==> src/fsc_pkg.sv <==
// Package for the frustum sphere cull unit: plane count, fixed-point widths,
// request and status types and the containment codes.
// No dependencies.
`timescale 1ns / 1ps
`default_nettype none
package fsc_pkg;

	localparam int PLANE_COUNT = 6;
	localparam int REG_COUNT   = 6;
	localparam int CFG_IDX_W   = (REG_COUNT > 1) ? $clog2(REG_COUNT) : 1;
	localparam int PLANE_W     = 64;
	localparam int COORD_W     = 16;
	localparam int RADIUS_W    = 15;
	localparam int PROD_W      = 32;
	localparam int DIST_W      = 36;
	localparam int FRAC_SHIFT  = 14;
	localparam int LATENCY     = 2 * PLANE_COUNT;

	typedef logic [PLANE_W-1:0] plane_t;

	typedef enum logic [1:0] {
		CONTAIN_INSIDE    = 2'd0,
		CONTAIN_INTERSECT = 2'd1,
		CONTAIN_OUTSIDE   = 2'd2
	} contain_t;

	typedef struct packed {
		logic signed [COORD_W-1:0] x;
		logic signed [COORD_W-1:0] y;
		logic signed [COORD_W-1:0] z;
		logic [RADIUS_W-1:0]       r;
	} sphere_t;

	typedef struct packed {
		logic outside;
		logic overlap;
	} cull_sts_t;

endpackage
`default_nettype wire

==> src/fsc_cell.sv <==
// One plane cell of the cull chain: multiply stage, then sum and compare stage.
// Depends on fsc_pkg.
`timescale 1ns / 1ps
`default_nettype none
module fsc_cell (
	input  wire logic              clk,
	input  wire logic              arst_n,
	input  wire fsc_pkg::plane_t   plane,
	input  wire logic              in_valid,
	input  wire fsc_pkg::sphere_t  in_item,
	input  wire fsc_pkg::cull_sts_t in_sts,
	output logic                   out_valid,
	output fsc_pkg::sphere_t       out_item,
	output fsc_pkg::cull_sts_t     out_sts
);
	import fsc_pkg::*;

	logic signed [COORD_W-1:0] a, b, c;
	logic signed [PROD_W-1:0]  ax_s1, by_s1, cz_s1;
	logic signed [COORD_W-1:0] d_s1;
	logic                      valid_s1;
	sphere_t                   item_s1;
	cull_sts_t                 sts_s1;
	logic signed [DIST_W-1:0]  distance;
	logic signed [DIST_W-1:0]  r_pos;
	logic signed [DIST_W-1:0]  r_neg;
	logic signed [DIST_W-1:0]  d_scaled;
	logic                      valid_s2;
	sphere_t                   item_s2;
	cull_sts_t                 sts_s2;

	assign a = plane[63:48];
	assign b = plane[47:32];
	assign c = plane[31:16];

	always_ff @(posedge clk or negedge arst_n) begin
		if (!arst_n) begin
			valid_s1 <= 1'b0;
			valid_s2 <= 1'b0;
		end else begin
			valid_s1 <= in_valid;
			valid_s2 <= valid_s1;
		end
	end

	always_ff @(posedge clk) begin
		ax_s1   <= a * in_item.x;
		by_s1   <= b * in_item.y;
		cz_s1   <= c * in_item.z;
		d_s1    <= plane[15:0];
		item_s1 <= in_item;
		sts_s1  <= in_sts;
	end

	assign d_scaled = {{(DIST_W-COORD_W-FRAC_SHIFT){d_s1[COORD_W-1]}}, d_s1,
		{FRAC_SHIFT{1'b0}}};
	assign r_pos    = {{(DIST_W-RADIUS_W-FRAC_SHIFT){1'b0}}, item_s1.r,
		{FRAC_SHIFT{1'b0}}};
	assign r_neg    = -r_pos;
	assign distance = DIST_W'(ax_s1) + DIST_W'(by_s1) + DIST_W'(cz_s1) + d_scaled;

	always_ff @(posedge clk) begin
		item_s2         <= item_s1;
		sts_s2.outside  <= sts_s1.outside | (distance < r_neg);
		sts_s2.overlap  <= sts_s1.overlap | (distance < r_pos);
	end

	assign out_valid = valid_s2;
	assign out_item  = item_s2;
	assign out_sts   = sts_s2;

endmodule
`default_nettype wire

==> config.mk <==
export PLATFORM = sky130hd
export DESIGN_NAME = fsc_cell
export DESIGN_NICKNAME = d
export VERILOG_FILES = /design/src/fsc_pkg.sv /design/src/fsc_cell.sv
export SDC_FILE = /design/constraint.sdc
export NUM_CORES = 2
export LEC_CHECK = 0
export BUFFER_PORTS_ARGS = -buffer_cell sky130_fd_sc_hd__buf_4
export CORE_ASPECT_RATIO = 0.6
export CORE_MARGIN = 1.5
export CORE_UTILIZATION = 56
export DETAILED_ROUTE_END_ITERATION = 7
export PLACE_DENSITY = 0.81
export REMOVE_ABC_BUFFERS = 1
export SLEW_MARGIN = 20
export SYNTH_ARGS = -nofsm -noshare
export SYNTH_HDL_FRONTEND = slang
export SYNTH_SLANG_ARGS = --single-unit
==> constraint.sdc <==
create_clock -name clk -period 7.15 [get_ports clk]
set_input_delay 1.43 -clock clk [delete_from_list [all_inputs] [get_ports clk]]
set_output_delay 1.43 -clock clk [all_outputs]
set_load 0.02 [all_outputs]
==> Word level (Yosys, flattened, before mapping) <==
Cells that the tools add are included.
W data, S select, Z words.
{ "op_classes": {"n_addsub": 4, "n_mul": 3, "div": 0, "magnitude_cmp": 2, "n_eq_ne": 0, "shifts": 0, "mux": 0, "bitwise": 2, "n_reduce_logical": 0} }
{ "ops": {"columns": ["operator", "n"], "rows": [
  ["$mul A16 B16 Y32", 3],
  ["$lt A35 B36 Y1", 1],
  ["$neg A29 Y36", 1],
  ["$add A34 B30 Y35", 1],
  ["$lt A35 B30 Y1", 1],
  ["$add A33 B32 Y34", 1],
  ["$add A32 B32 Y33", 1],
  ["$or A1 B1 Y1", 2]
]} }
{ "word_totals": {"reg_bits": 244, "latch_bits": 0, "mem_bits_rw": 0, "rom_bits": 0, "inputBits": 132, "out_inout_bits": 66, "wordCells": 29, "memories": 0} }

==> Logic depth before layout (Yosys ltp) <==
{ "depth": {"ltp_word": 5, "ltp_mapped": 26, "ltp_nobuf": 25} }

==> Worst setup path after synthesis <==
OpenSTA, ideal clock, no wires.
{ "synth_path": {"kind": "input port to flip-flop", "startpoint": "input plane[63]", "endpoint": "register ax_s1[30]", "setup_ps": 123, "arrival_ps": 6900, "setup_slack_ps": 126, "stages": 20, "path_buffers": 1, "path_cell_list": "clkbuf_1 nand2_1 inv_1 fa_1 fa_1 fa_1 fa_1 fa_1 inv_1 fa_1 inv_1 ha_1 and4_1 a311o_1 a41o_1 a211oi_1 o41ai_1 a41oi_1 o21bai_1 xor2_1"} }
{ "synth_via": {"elab_chain_len": 1} }
{ "synth_rtl": {"columns": ["element", "line", "source"], "rows": [
  ["from (decl)", "fsc_cell.sv:8", "input wire fsc_pkg::plane_t plane,"],
  ["$mul A16 B16 Y32", "fsc_cell.sv:47", "ax_s1 <= a * in_item.x;"],
  ["to (signal assigned)", "fsc_cell.sv:47", null],
  ["to (decl)", "fsc_cell.sv:19", "logic signed [PROD_W-1:0] ax_s1, by_s1, cz_s1;"]
]} }
Every way passes these cells.

==> Worst setup path in the final report <==
{ "layout_path": {"startpoint": "input in_item[35] in the netlist's numbering", "endpoint": "register by_s1[30]"} }
{ "layout_via": {"elab_chain_len": 1} }
{ "layout_rtl": {"columns": ["element", "line", "source"], "rows": [
  ["from (decl)", "fsc_cell.sv:10", "input wire fsc_pkg::sphere_t in_item,"],
  ["$mul A16 B16 Y32", "fsc_cell.sv:48", "by_s1 <= b * in_item.y;"],
  ["to (signal assigned)", "fsc_cell.sv:48", null],
  ["to (decl)", "fsc_cell.sv:19", null]
]} }
Every way passes these cells.

==> metrics list <==
- The first global-routing pass estimated approximately 150000 um of wire.
- Outcome: finished clean
- Synthesis-to-layout area growth: 12.8%
- The number of antenna violations at the first check in global routing is 2.
- Number of buffers on the longest clock path: 3
* Final estimated routing congestion in global placement: ~0.94
- The initial utilization of the core area, before any placement, comes to 0.569.
- I/O pin cnt: between 150 and 200
* HP Class: reg -> reg
* Vias in the first global route: roughly 30000
- Maximum capacitance violations: 0
* Clock latency on the worst-skew pair: between 0.6 and 0.7 ns
- Setup repair after global routing left no endpoint under its margin.
* Crit path max fanout: 5
- The detail route stage leaves a number of antenna-violating nets equal to 0.
* Post-detailed-routing wire length: 93100 um
- Instance count of the mapped netlist: about 3900
* Largest net degree at the start of global routing: 18
- Sink Count: approximately 240
- CTS tree: yes
- Setup violations remaining at the end of the flow were counted as 0.
- Number of iterations in the first detailed-routing pass: 6
- Global-route congestion overflow total: 0
- The average instance in the mapped netlist occupies 9.61 sq um.
- CTS Root Buffer Type: clkbuf_16
- Once layout is complete, the utilization of the core stands at 0.642.
- For this run, the total global-route usage over all layers was measured as 0.283.
- The region available for standard cell placement spans 66600 sq um.
- Number of core rows: 73
- Post-synthesis sequential area ratio: 0.129
- On the worst path, the slowest cell contributes a delay of 0.54 ns.
- Clock skew on the completed layout was measured at between 0.01 and 0.015 ns.
- Slew headroom: 0.488
- Cell seen most often among critical-path stages: fa_1
- CTS buffer count: 29
* Number of flops mapped to enable cells by yosys: 0
- H-tree depth: 1
* TNS Setup: 0 ns
- Half-perimeter wire length of the detailed placement result: between 70000 and 80000 um
- Portion of the clock cycle consumed by the worst path in the final layout: 0.958
- In the final layout, the share of cells above drive strength 1 is 0.108.
* Number of buffers added for setup after CTS: 0
- Worst EP arrival: between 7 and 8 ns
* Clock input transition at the sequential cells of the worst setup and hold paths: 0.06 ns
* Count of buffers inserted at the top-level ports: 197
- The critical path goes through buf_4 > and2_1 > fa_1 > inv_1 > fa_1 > fa_1 > inv_1 > fa_1 > fa_1 > inv_1 > fa_1 > inv_1 > ha_1 > nand2_1 > o21ai_0 > a2111oi_0 > buf_4 > nor3b_1 > o211ai_1 > o211ai_1 > nor3_1 > o21bai_1 > a21oi_1 > xnor2_1.
- The die covers 69300 sq um.
- The Yosys step of the flow raised 0 warnings.
* Max-slew violation total from the final report: 0
- Library cells used by synthesis: a little over 60
- The worst setup path is of the in -> reg kind.
* Fraction of synthesis flops using an asynchronous set or reset pin: 0.00820
- The net count of the finished layout is between 5000 and 6000.
- Type of destination of the critical path: register
* Crit path required time: approximately 7.7 ns
- Time the final worst path needs with I/O delays and setup: a little under 7 ns
- Violation count after the first detailed-routing iteration: 2131
- For this design, the CTS-stage hold fixing added 0 buffers.
- Worst slack on hold paths: ~0.32 ns
- Post-DR vias/cell: approximately 5.2
- Cells resized by post-CTS repair: 0
- Number of DRC violations after detailed routing: 0
- Counting flops and latches in the post-synthesis netlist gives 244.
* Transition time at the pin with the least slew margin: ~0.75 ns
* Fin cells: 5200
- Wire length per cell after detailed routing: 17.9 um
* Cell with the biggest individual delay on the critical path: fa_1
- 0 antenna diodes ended up in the layout.
* Die height: a little over 200 um
- The mapped netlist covers 37900 sq um.
- Maximum clock rate: 146 MHz
- Once placement completed, the tool counted placed cells totaling around 5100.
* Floorplan die width: around 340 um
- The number of failing hold endpoints at the final stage was 0.
- Total via count after detailed routing: approximately 27000
- For this run, the leading register cell type out of synthesis is dfxtp_1.
- The worst setup path is launched from an input pin.
[layer usage]
layer | share of wire | track usage
met5 | 0.00014 | 0
met4 | 0.019 | 0.0535
met3 | 0.11 | 0.0835
met2 | 0.42 | 0.413
met1 | 0.45 | 0.421
[through the flow]
stage / worst slack, ns / area [sq um]
after floorplan: 0.334 / 37500
after CTS: 0.322 / 42700
after global routing: 0.0145 / 42800
after detailed placement: -0.258 / 41700
final: 0.297 / 42800
after global placement: -0.152 / 41700
[critical path: cells and delay by family]
family,cells,cell delay [ns]
AO/OA/AOI/OAI,6,1.15
XOR/XNOR,1,0.13
adder cells (fa/ha/maj),7,3.31
buffers and inverters,6,0.52
AND/OR/NAND/NOR,4,0.81
[cell usage after synthesis (all sizes together) (3+ instances only)]
cell,instances,share of area
and2,377,0.062
o21bai,14,0.0028
or2,3,0.00050
a221o,3,0.00079
ha,322,0.11
a31o,3,0.00069
a211oi,6,0.0012
dfxtp,242,0.13
o21a,13,0.0026
xor2,32,0.0074
or3,6,0.00099
inv,1056,0.10
o211ai,11,0.0022
nand4,10,0.0018
and3,7,0.0012
clkbuf,96,0.0095
o31ai,7,0.0014
nor3,16,0.0021
xnor2,107,0.025
a21oi,91,0.012
and4,5,0.0012
a21o,40,0.0079
a2111oi,6,0.0019
nand2,389,0.039
fa,836,0.44
a22oi,3,0.00059
a31oi,9,0.0015
o21ai,48,0.0064
nor2,90,0.0089
a21boi,3,0.00059
nor2b,10,0.0017
nand3,17,0.0022
nand2b,32,0.0053
nor4,6,0.00099
[logic make-up (layout without fill, tap and decap cells)]
logic type      after synthesis  count (layout)  synth area share
fa+ha+maj                  1159            1159             0.548
buf+inv                    1152            1506             0.114
simple gates                974             974             0.129
compound gates              277             277            0.0475
flops                       244             244             0.129
xor+xnor                    139             139            0.0321
mux                           1               1          0.000297
[worst paths after layout]
check / slack [ns] / end / from / cells past startpoint
hold reg to reg: 0.32 / out_item[28]$_DFF_P_ / item_s1[28]$_DFF_P_ / 0
min in group asynchronous: 0.58 / out_valid$_DFF_PN0_ / arst_n / 1
max in group asynchronous: 6.49 / valid_s1$_DFF_PN0_ / arst_n / 1
hold / removal: 0.32 / out_item[28]$_DFF_P_ / item_s1[28]$_DFF_P_ / 0
setup / recovery: 0.30 / by_s1[30]$_DFF_P_ / in_item[35] / 24
setup reg to reg: 1.46 / out_sts[1]$_DFF_P_ / ax_s1[14]$_DFF_P_ / 21
[flip-flops by register name, indices dropped and copies added, names as in the netlist]
signal and flops:
out_valid 1, ax_s1 32, sts_s1 2, out_item 63, item_s1 63, by_s1 32
out_sts 2, valid_s1 1, cz_s1 32, d_s1 16
[area by class of cell]
| class | count | area (sq um) |
|---|---|---|
| well taps | 900 | 1130 |
| multi-input cells | 2550 | 28700 |
| clock buffers | 36 | 802 |
| repair buffers | 396 | 3020 |
| clock inverters | 18 | 250 |
| inverters | 1056 | 3960 |
| flip-flops and latches | 244 | 4890 |
| fillers | 5241 | 23800 |
[cells in the final DEF (no fill, tap or decap), types with 5 or more instances in the layout]
cell        instances
nor2b_1            10
ha_1              322
clkinvlp_4          6
nor2_1             90
nand4_1             9
clkbuf_16          29
and2_1            377
nand2b_1           32
o31ai_1             7
o211ai_1           11
nor4_1              6
buf_4             392
inv_1            1056
o21a_1             13
a21oi_1            91
o21bai_1           14
and3_1              7
o21ai_0            43
clkbuf_8            5
xnor2_1           107
a2111oi_0           5
fa_1              836
nor3_1             16
xor2_1             32
nand3_1            17
and4_1              5
dfxtp_1           242
a211oi_1            6
nand2_1           389
or3_1               6
a21o_1             40
a31oi_1             9
Power is left out: the tool's default activity adds up to more than one toggle a clock period on the data nets, which glitch-free logic cannot reach.
